===== src/rtl/ffha_pkg.sv =====
// Shared constants, command and status types for the first-fit heap allocator.
// No dependencies; the controller, datapath, top level and testbench import this package.
`timescale 1ns / 1ps

package ffha_pkg;

    // Default heap geometry.
    localparam int HEAP_BYTES_DEF   = 65536;
    localparam int HEADER_BYTES_DEF = 8;

    // Fixed port widths.
    localparam int OFF_W  = 16;
    localparam int REQ_W  = 16;
    localparam int CNT_W  = 17;
    localparam int BLK_W  = 14;

    // Operation codes.
    localparam logic OP_ALLOC = 1'b0;
    localparam logic OP_FREE  = 1'b1;

    // Status codes.
    localparam logic ST_DONE = 1'b0;
    localparam logic ST_FAIL = 1'b1;

    // Commands from the controller to the datapath.
    typedef struct packed {
        logic clr;
        logic load;
        logic rd_cur;
        logic take;
        logic step;
        logic rd_off;
        logic wr_split;
        logic wr_cur;
        logic wr_app;
        logic wr_free;
        logic fin_fail;
        logic fin_nop;
    } ffha_cmd_t;

    // Status from the datapath to the controller.
    typedef struct packed {
        logic clr_last;
        logic is_free_op;
        logic req_zero;
        logic free_ok;
        logic fit;
        logic split_ok;
        logic walk_end;
        logic append_ok;
    } ffha_sts_t;

endpackage


===== src/rtl/ffha_ctrl.sv =====
// Controller state machine of the heap allocator: clearing pass, chain walk,
// split, commit, append and free sequencing. Depends on ffha_pkg.
`timescale 1ns / 1ps

module ffha_ctrl
    import ffha_pkg::*;
(
    input  logic      clk,
    input  logic      rst_n,
    input  logic      in_valid,
    output logic      in_ready,
    output logic      out_valid,
    input  logic      out_ready,
    input  ffha_sts_t sts,
    output ffha_cmd_t cmd
);

    typedef enum logic [3:0] {
        S_CLEAR,
        S_IDLE,
        S_DECODE,
        S_WALK_RD,
        S_WALK_CHK,
        S_SPLIT,
        S_COMMIT,
        S_APPEND,
        S_FREE_RD,
        S_FREE_WR,
        S_FIN_FAIL,
        S_FIN_NOP
    } state_t;

    state_t state_reg, state_next;
    logic   out_valid_reg, out_valid_next;
    logic   fin_ok;
    logic   finish;

    // A result may be written once the output slot is empty or being taken.
    assign fin_ok    = !out_valid_reg || out_ready;
    assign in_ready  = (state_reg == S_IDLE);
    assign out_valid = out_valid_reg;
    assign finish    = cmd.wr_cur | cmd.wr_app | cmd.wr_free | cmd.fin_fail | cmd.fin_nop;

    // Next state and command decode.
    always_comb
    begin
        state_next = state_reg;
        cmd        = '0;
        case (state_reg)
            S_CLEAR:
            begin
                cmd.clr = 1'b1;
                if (sts.clr_last)
                begin
                    state_next = S_IDLE;
                end
            end
            S_IDLE:
            begin
                if (in_valid)
                begin
                    cmd.load   = 1'b1;
                    state_next = S_DECODE;
                end
            end
            S_DECODE:
            begin
                if (sts.is_free_op)
                begin
                    state_next = sts.free_ok ? S_FREE_RD : S_FIN_NOP;
                end
                else
                begin
                    state_next = sts.req_zero ? S_FIN_FAIL : S_WALK_RD;
                end
            end
            S_WALK_RD:
            begin
                cmd.rd_cur = 1'b1;
                state_next = S_WALK_CHK;
            end
            S_WALK_CHK:
            begin
                if (sts.fit)
                begin
                    cmd.take   = 1'b1;
                    state_next = sts.split_ok ? S_SPLIT : S_COMMIT;
                end
                else
                begin
                    cmd.step   = 1'b1;
                    state_next = sts.walk_end ? S_APPEND : S_WALK_RD;
                end
            end
            S_SPLIT:
            begin
                cmd.wr_split = 1'b1;
                state_next   = S_COMMIT;
            end
            S_COMMIT:
            begin
                if (fin_ok)
                begin
                    cmd.wr_cur = 1'b1;
                    state_next = S_IDLE;
                end
            end
            S_APPEND:
            begin
                if (fin_ok)
                begin
                    cmd.wr_app   = sts.append_ok;
                    cmd.fin_fail = !sts.append_ok;
                    state_next   = S_IDLE;
                end
            end
            S_FREE_RD:
            begin
                cmd.rd_off = 1'b1;
                state_next = S_FREE_WR;
            end
            S_FREE_WR:
            begin
                if (fin_ok)
                begin
                    cmd.wr_free = 1'b1;
                    state_next  = S_IDLE;
                end
            end
            S_FIN_FAIL:
            begin
                if (fin_ok)
                begin
                    cmd.fin_fail = 1'b1;
                    state_next   = S_IDLE;
                end
            end
            S_FIN_NOP:
            begin
                if (fin_ok)
                begin
                    cmd.fin_nop = 1'b1;
                    state_next  = S_IDLE;
                end
            end
            default:
            begin
                state_next = S_IDLE;
            end
        endcase
    end

    // Output slot occupancy.
    assign out_valid_next = finish ? 1'b1 : (out_ready ? 1'b0 : out_valid_reg);

    // State and registered outputs.
    always_ff @(posedge clk or negedge rst_n)
    begin
        if (!rst_n)
        begin
            state_reg     <= S_CLEAR;
            out_valid_reg <= 1'b0;
        end
        else
        begin
            state_reg     <= state_next;
            out_valid_reg <= out_valid_next;
        end
    end

endmodule


===== config.mk =====
export PLATFORM = sky130hd
export DESIGN_NAME = ffha_ctrl
export DESIGN_NICKNAME = d
export VERILOG_FILES = /design/src/rtl/ffha_pkg.sv /design/src/rtl/ffha_ctrl.sv
export SDC_FILE = /design/constraint.sdc
export NUM_CORES = 1
export LEC_CHECK = 0
export BUFFER_PORTS_ARGS = -buffer_cell sky130_fd_sc_hd__buf_2
export CAP_MARGIN = 20
export CORE_MARGIN = 2
export CORE_UTILIZATION = 35
export DETAILED_ROUTE_END_ITERATION = 8
export SLEW_MARGIN = 40
export SYNTH_ARGS = -nofsm -noshare
export SYNTH_HDL_FRONTEND = slang
export SYNTH_SLANG_ARGS = --single-unit

===== constraint.sdc =====
create_clock -name clk -period 3.52 [get_ports clk]
set_input_delay 0.352 -clock clk [delete_from_list [all_inputs] [get_ports clk]]
set_output_delay 0.352 -clock clk [all_outputs]
set_load 0.03 [all_outputs]

==> impl_metrics.toml, run 1 <==
[outcome]
outcome = "finished, final reports clean"

[synth]
ys_types = 25
synth_area_um2 = 504
avgSynthCellArea_um2 = 7.53
synth_top_cells_by_area = "dfrtp_1 (25%), nor2_1 (7.4%), nand2_1 (6.7%), mux2i_1 (6.0%), nor3_1 (6.0%)"
syn-instance-count = 67
ys_seq_area_share_pct = 24.8
yosys.area.top_type = "dfrtp_1"
syn_nets = 79
ys_seq_elements = 5
yosysWarnings = 0
netlist.area_leader.share_pct = 24.8

[timing]
max_freq_ghz = 0.486
min_period_over_period_pct = 58.5
slew_headroom_pct = 62.8
worst_slew_pin_slew_ps = 557
hold_viol = 0
final-setup-viol-count = 0
slew_viol_final = 0
rsz0062_at_grt = "no"
finalWorstSetupSlack_ps = 1460
period_minus_slack_ps = 2060
clock_skew_ps = 1.56
tns_ps = 0

[floorplan]
fp.dieW_um = 42.0
fp.dieH_um = 42.0
initial_utilization_pct = 38.3
core_area_um2 = 1320
ioPinCount = 26
rows = 13
dieArea_um2 = 1760

[worst_setup_path]
r2r-start = "state_reg[3]"
cp-start-kind = "flop"
arrival_ps = 1710
cp_data_required_time_ps = 3170
startpoint = "state_reg[2]"
worst-setup-path-type = "reg2out"
crit_path_end_kind = "output pin"
critPathMaxFanout = 15

[route]
drc_errors = 0
wl_per_cell_um = 11.2
vias_per_cell = 5.18
routed_wl_um = 1190
ant_nets = 0
dr.pass1.iters = 2
via_count = 549
drt-initial-drc-count = 4

[finish]
largest_reg_flops = 4
final_cell_area_um2 = 648
finalNetCount = 104
areaGrowthSynthToFinish_pct = 28.5
n_antenna_cell = 0
drive_gt1_share_pct = 35.2

[power]
p_leak_nw = 0.327
totalPowerFinal_uw = 596
powerDensity_nw_per_um2 = 920
peakVddDrop_uv = 306

[place]
portBuffers = 25
pre_cts_ws_ps = 1720
hpwlAfterDp_um = 848
gp_congestion = 0.737
dpl_cell_area_um2 = 612

[clock_tree]
tritoncts = "built"
cts_root_buf = "clkbuf_4"
cts_setup_buffers = 0
clock_latency_ps = 240
clock_path_buffers = 2
htreeDepth = 1
clk_pin_slew_worst_paths_ps = 40
cts_buffers = 3
clock-sinks = 5

[hold_path]
hold_path_class = "in2async"

[grt]
grt_pass1_wl_um = 1900
grt-ovfl-total = 0
grt_max_degree = 18
grt_usage_pct = 14.3
grt_antenna_before_repair = 0
first_global_vias = 440

[flow_run]
maxCapViolations = 0
-- final timing paths --
kind / slack (ps) / endpoint / cells past startpoint
worst max-delay path: 1460 / cmd[1] / 5
worst min-delay path: 460 / state_reg[1] / 2
worst max register to register: 1910 / state_reg[0] / 4
worst min register to register: 660 / out_valid / 2
max in group asynchronous: 2930 / state_reg[2] / 2
min in group clk: 470 / state_reg[2] / 4
-- synthesized netlist by cell type --
| master | count |
|---|---|
| nor2_1 | 10 |
| nand2_1 | 9 |
| nor3_1 | 6 |
| buf_2 | 5 |
| dfrtp_1 | 5 |
| a21oi_1 | 4 |
| nand2b_1 | 4 |
| mux2i_1 | 3 |
| nor4_1 | 3 |
| nor2b_1 | 2 |
| or3_1 | 2 |
| a22oi_2 | 1 |
| a2bb2oi_1 | 1 |
| a31oi_1 | 1 |
| and2_1 | 1 |
| buf_6 | 1 |
| mux2_4 | 1 |
| nor4b_2 | 1 |
| o21ai_2 | 1 |
| o21ba_1 | 1 |
| o22ai_1 | 1 |
| o2bb2ai_1 | 1 |
| o311ai_0 | 1 |
| or2b_1 | 1 |
| xor2_1 | 1 |
-- critical path, stage by stage, from the launching register on --
cell     delay (ps)
dfrtp_1         610
or2b_1          370
nor2_1          120
a21oi_1          70
nor2_1          100
buf_2           200
-- cells in the final DEF, fill, tap and decap left out, types with 2 or more instances in the layout --
| cell | netlist | routed |
|---|---|---|
| nor3_1 | 6 | 6 |
| dfrtp_1 | 5 | 5 |
| buf_2 | 5 | 25 |
| nand2b_1 | 4 | 4 |
| nor2_1 | 10 | 10 |
| mux2i_1 | 3 | 3 |
| nor2b_1 | 2 | 2 |
| nor4_1 | 3 | 3 |
| or3_1 | 2 | 2 |
| clkbuf_4 | 0 | 3 |
| nand2_1 | 9 | 9 |
| a21oi_1 | 4 | 4 |
-- cell type report --
class,count,area (µm²)
flip-flops and latches,5,125
clock buffers,4,26.3
multi-input cells,56,343
well taps,15,18.8
repair buffers,26,135
fillers,145,669
-- routing by layer --
| metal | global-route usage [%] | up-vias | wire (µm) |
|---|---|---|---|
| li1 | - | 285 | - |
| met1 | 17.0 | 248 | 541 |
| met2 | 22.8 | 14 | 580 |
| met3 | 3.04 | 2 | 55 |
| met4 | 9.68 | 0 | 14 |
| met5 | 0 | - | 0 |
-- cells by family (layout without fill, tap and decap cells) --
family	Yosys count	after routing	synth area share [%]
xor+xnor	1	1	1.74
flops	5	5	24.8
buf+inv	6	30	7.20
simple gates	39	39	39.5
compound gates	12	12	17.9
mux	4	4	8.93
-- power breakdown --
group | total [mW] | leakage (nW) | internal, mW | switching [mW]
clock network | 0.0673 | 0.0150 | 0.0429 | 0.0244
logic | 0.350 | 0.248 | 0.150 | 0.200
registers | 0.179 | 0.0634 | 0.0830 | 0.0957
-- repair_timing --
action                                 in CTS  in global routing
resized for setup                           0                  0
hold buffers                                1                  0
endpoints found under the hold margin       5                  0
-- through the flow --
step           utilization (%)  hold WS [ps]  std cells
2_1_floorplan                -          56.4         67
3_3_place_gp              46.4           171        101
3_5_place_dp              46.4           172        101
4_1_cts                   49.2           448        106
5_1_grt                   49.2           461        106
6_report                  49.2           462        106
(Power assumes the default switching activity.)
==> run 2, diff against run 1 <==
- ABC_AREA: default -> 1
- clock period: 3.52 -> 1.9 ns (I/O delays scaled with it)
==> impl_metrics.toml, run 2 <==
[clock_tree]
hold_buffers = 1
cts_setup_buffers = 0
cts_resized = 0
cts_buffers = 3
cts_root_buf = "clkbuf_4"
clock-sinks = 5
tritoncts = "built"
htreeDepth = 1
clock_path_buffers = 2
clk_pin_slew_worst_paths_ps = 50
clock_latency_ps = 250

[route]
drc_errors = 0
ant_nets = 0
drt-initial-drc-count = 11
vias_per_cell = 4.74
via_count = 659
dr.pass1.iters = 4
routed_wl_um = 1340
wl_per_cell_um = 9.64

[synth]
yosysWarnings = 0
yosys.cell_count.top_type = "nand2_1"
synth_edf_count = 0
syn_nets = 107
synth_top_cells_by_area = "dfrtp_1 (24%), nand2_1 (21%), nor2_1 (16%), inv_1 (8.7%), nand3_1 (6.8%)"
ys_seq_elements = 5
avgSynthCellArea_um2 = 5.45
synth_area_um2 = 518
ys_seq_area_share_pct = 24.2
yosys.area.top_type = "dfrtp_1"
yosys-top-cells-count = "nand2_1 (29), nor2_1 (22), inv_1 (12)"
netlist.area_leader.share_pct = 24.2
ys_types = 14
synth_async_sr_flop_share_pct = 100
ys.flop_type = "dfrtp_1"
syn-instance-count = 95

[timing]
rsz0062_at_grt = "no"
hold_viol = 0
tns_ps = 0
min_period_over_period_pct = 87.9
period_minus_slack_ps = 1670
max_freq_ghz = 0.599
final-setup-viol-count = 0
worst_slew_pin_slew_ps = 284
clock_skew_ps = 6.81
slew_viol_final = 0
slew_headroom_pct = 81.1

[hold_path]
min_from = "sts[1]"
hold_path_class = "in2reg"

[floorplan]
dieArea_um2 = 1800
ioPinCount = 26
fp.dieW_um = 42.5
rows = 13
initial_utilization_pct = 38.8
core_area_um2 = 1330
fp.dieH_um = 42.5

[flow_run]
maxCapViolations = 0

[grt]
grt_usage_pct = 16.0
first_global_vias = 535
grt_antenna_before_repair = 0
grt_pass1_wl_um = 2200
grt-ovfl-total = 0
grt_max_degree = 9

[worst_setup_path]
r2r-start = "state_reg[3]"
arrival_ps = 1480
crit_path_end_kind = "output pin"
critPathMaxFanout = 5
cp_data_required_time_ps = 1710
cp-start-kind = "flop"
worst-setup-path-type = "reg2out"
startpoint = "state_reg[3]"

[place]
portBuffers = 25
dpl_cell_area_um2 = 657
placed_cells = 134
hpwlAfterDp_um = 1090
gp_congestion = 0.796

[finish]
layout.cells.non_filler = 139
fillCellCount = 147
final_cell_mix = "nand2_1 (29), buf_2 (25), nor2_1 (22)"
largest_reg_flops = 4
final_cell_area_um2 = 693
drive_gt1_share_pct = 29.8
finalNetCount = 137
layout_commonest_cell = "nand2_1"
areaGrowthSynthToFinish_pct = 33.8
n_antenna_cell = 0

[power]
p_leak_nw = 0.435
peakVddDrop_uv = 594
powerDensity_nw_per_um2 = 1550

[outcome]
outcome = "finished, final reports clean"
[run 2: layer usage]
layer | GRT usage, % | wire [µm] | vias to the layer above
li1 | - | - | 350
met4 | 7.50 | 15 | 0
met2 | 24.6 | 604 | 25
met3 | 3.88 | 79 | 2
met5 | 0 | 0 | -
met1 | 20.8 | 640 | 282
[run 2: layout make-up]
cell class                      count  area (µm²)  area share (%)
Tap cell                           15        18.8            2.71
Inverter                           14        52.6            7.58
Multi-Input combinational cell     75         335            48.4
Clock buffer                        4        26.3            3.79
Timing Repair Buffer               26         135            19.5
Sequential cell                     5         125            18.1
[run 2: final timing paths]
| path | end | slack [ps] | cells after the start |
|---|---|---|---|
| worst max-delay path | cmd[7] | 230 | 6 |
| worst min-delay path | state_reg[2] | 200 | 3 |
| worst max register to register | state_reg[0] | 620 | 8 |
| worst min register to register | state_reg[2] | 570 | 2 |
| max in group asynchronous | state_reg[3] | 1470 | 2 |
| min in group asynchronous | state_reg[2] | 290 | 2 |
[run 2: critical path: stages (launching register included)]
cell and delay (ps):
dfrtp_1 410, inv_1 140, nand2_1 150, nor2_2 190, inv_1 70, nor2_1 80
buf_2 190
[run 2: per-stage QoR]
stage / utilization, % / worst slack [ps] / hold WS, ps / power, mW
4_1_cts: 52.0 / 240 / 196 / 1.08
5_1_grt: 52.0 / 83.7 / 213 / 1.18
6_report: 52.0 / 230 / 196 / 1.08
2_1_floorplan: - / 304 / -106 / 0.780
3_5_place_dp: 49.2 / 511 / 13.5 / 0.943
3_3_place_gp: 49.2 / 480 / 11.4 / 0.958
[run 2: where the power goes]
part	internal [mW]	leakage, nW	switching [mW]
Combinational	0.222	0.357	0.502
Sequential	0.154	0.0633	0.0692
Clock	0.0798	0.0150	0.0489
Total	0.456	0.435	0.620
[run 2: cell families (layout without fill, tap and decap cells)]
family	Yosys count	after routing	synth area share, %
flops	5	5	24.2
simple gates	70	70	59.7
compound gates	5	5	5.07
buf+inv	15	44	11.1
==> run 3, diff against run 2 <==
- CELL_PAD_IN_SITES_DETAIL_PLACEMENT: default -> 0
- CELL_PAD_IN_SITES_GLOBAL_PLACEMENT: default -> 1
- CORE_UTILIZATION: 35 -> 27
- CTS_BUF_LIST: default -> sky130_fd_sc_hd__clkbuf_4 sky130_fd_sc_hd__clkbuf_8 sky130_fd_sc_hd__clkbuf_16
- PLACE_DENSITY_LB_ADDON: default -> 0.1
==> impl_metrics.toml, run 3 (same netlist as run 2, synthesis figures left out) <==
[outcome]
outcome = "finished, final reports clean"

[worst_setup_path]
rr_worst_depth = 8
r2r-start = "state_reg[3]"
regToRegSetupSlack_ps = 580
cp_data_required_time_ps = 1710
critPathMaxFanout = 5
arrival_ps = 1500
crit_path_end_kind = "output pin"
crit_end = "cmd[8]"
cp-start-kind = "flop"
worstReg2RegEnd = "state_reg[0]"
worst-setup-path-type = "reg2out"
startpoint = "state_reg[3]"

[timing]
finalHoldWorstSlack_ps = 201
hold_viol = 0
rsz0062_at_grt = "no"
slew_viol_final = 0
period_minus_slack_ps = 1690
min_period_over_period_pct = 89.2
worst_slew_pin_slew_ps = 299
final-setup-viol-count = 0
clock_skew_ps = 8.31
tns_ps = 0
slew_headroom_pct = 80.1
max_freq_ghz = 0.590

[route]
wl_per_cell_um = 9.57
via_count = 649
drc_errors = 0
ant_nets = 0
dr.pass1.iters = 4
routed_wl_um = 1430
vias_per_cell = 4.36
drt-initial-drc-count = 15

[grt]
grt-ovfl-total = 0
grt_max_degree = 9
first_global_vias = 539
grt_usage_pct = 14.6
grt_pass1_wl_um = 2300
grt_antenna_before_repair = 0

[clock_tree]
cts_setup_buffers = 0
clock_latency_ps = 250
clock-sinks = 5
clock_path_buffers = 2
htreeDepth = 1
cts_buffers = 3
cts_resized = 0
cts_root_buf = "clkbuf_4"
clk_pin_slew_worst_paths_ps = 50
tritoncts = "built"

[finish]
areaGrowthSynthToFinish_pct = 37.0
layout_commonest_cell = "nand2_1"
finalNetCount = 137
n_antenna_cell = 0
final_cell_mix = "nand2_1 (29), buf_2 (25), nor2_1 (22)"
drive_gt1_share_pct = 30.6
largest_reg_flops = 4

[power]
seqPwrFrac_pct = 20.9
p_sw_share_pct = 57.0
pwr-share-comb_pct = 66.4
p_leak_nw = 0.439
peakVddDrop_uv = 520
pwr-share-clk_pct = 12.7
powerDensity_nw_per_um2 = 1540
p_switching_uw = 624
p_int_uw = 470

[flow_run]
maxCapViolations = 0

[floorplan]
ioPinCount = 26
fp.dieW_um = 47.8
core_area_um2 = 1760
rows = 15
initial_utilization_pct = 29.4
fp.dieH_um = 47.8
dieArea_um2 = 2280

[place]
hpwlAfterDp_um = 1230
portBuffers = 25
gp_congestion = 0.757

[hold_path]
hold_path_class = "in2reg"
whs_path_depth = 3
## run 3: cell count changes in the layout (fill, tap and decap cells not counted)
| cell | change |
|---|---|
| clkbuf_1 | -1 |
| clkbuf_4 | +1 |
## run 3: through the flow
| step | power (mW) | utilization [%] | area [µm²] | std cells | worst slack [ps] |
|---|---|---|---|---|---|
| finish | 1.09 | 40.2 | 709 | 149 | 205 |
| global route | 1.21 | 40.2 | 709 | 149 | 42.8 |
| CTS | 1.11 | 40.2 | 709 | 149 | 185 |
| detailed placement | 0.961 | 37.9 | 669 | 144 | 468 |
| global placement | 0.969 | 37.9 | 669 | 144 | 469 |
| floorplan | 0.780 | - | 518 | 95 | 304 |
## run 3: cell type report
type                       instances  area (µm²)
tap                               25        31.3
clock buffer                       4        30.0
sequential                         5         125
multi-input combinational         75         335
inverter                          14        52.6
fill                             218        1050
timing repair buffer              26         135
## run 3: how the worst min path moves through the flow
| stage | from | slack, ps | endpoint |
|---|---|---|---|
| 6_report | sts[1] | 200 | state_reg[2] |
| 3_5_place_dp | rst_n | 10 | out_valid |
| 5_1_grt | sts[5] | 230 | state_reg[3] |
| 3_3_place_gp | rst_n | 10 | out_valid |
| 2_1_floorplan | rst_n | -110 | out_valid |
| 4_1_cts | sts[1] | 190 | state_reg[2] |
## run 3: power groups by stage
| stage | combinational (mW) | clock, mW | sequential (mW) |
|---|---|---|---|
| 2_1_floorplan | 0.572 | 0 | 0.208 |
| 6_report | 0.727 | 0.139 | 0.228 |
| 3_3_place_gp | 0.739 | 0 | 0.229 |
| 4_1_cts | 0.735 | 0.145 | 0.229 |
| 3_5_place_dp | 0.731 | 0 | 0.231 |
| 5_1_grt | 0.822 | 0.150 | 0.239 |
## run 3: per-layer routing
metal | wire (µm) | share of wire (%) | vias up | track usage (%)
met5 | 0 | 0 | - | 0
met4 | 0 | 0 | 0 | 3.24
met3 | 92 | 6.5 | 0 | 4.53
met2 | 651 | 46 | 22 | 22.9
met1 | 681 | 48 | 277 | 19.6
li1 | - | - | 350 | -
## run 3: worst max-delay path: stages (launching register included)
cell and delay, ps:
dfrtp_1 420, inv_1 140, nand2_1 150, nor2_2 180
inv_1 70, nor2_1 90, buf_2 200
## run 3: what timing repair did
| item | CTS | global route |
|---|---|---|
| setup endpoints to repair | 0 | 0 |
| endpoints found under the hold margin | 5 | 0 |
| hold buffers | 1 | 0 |
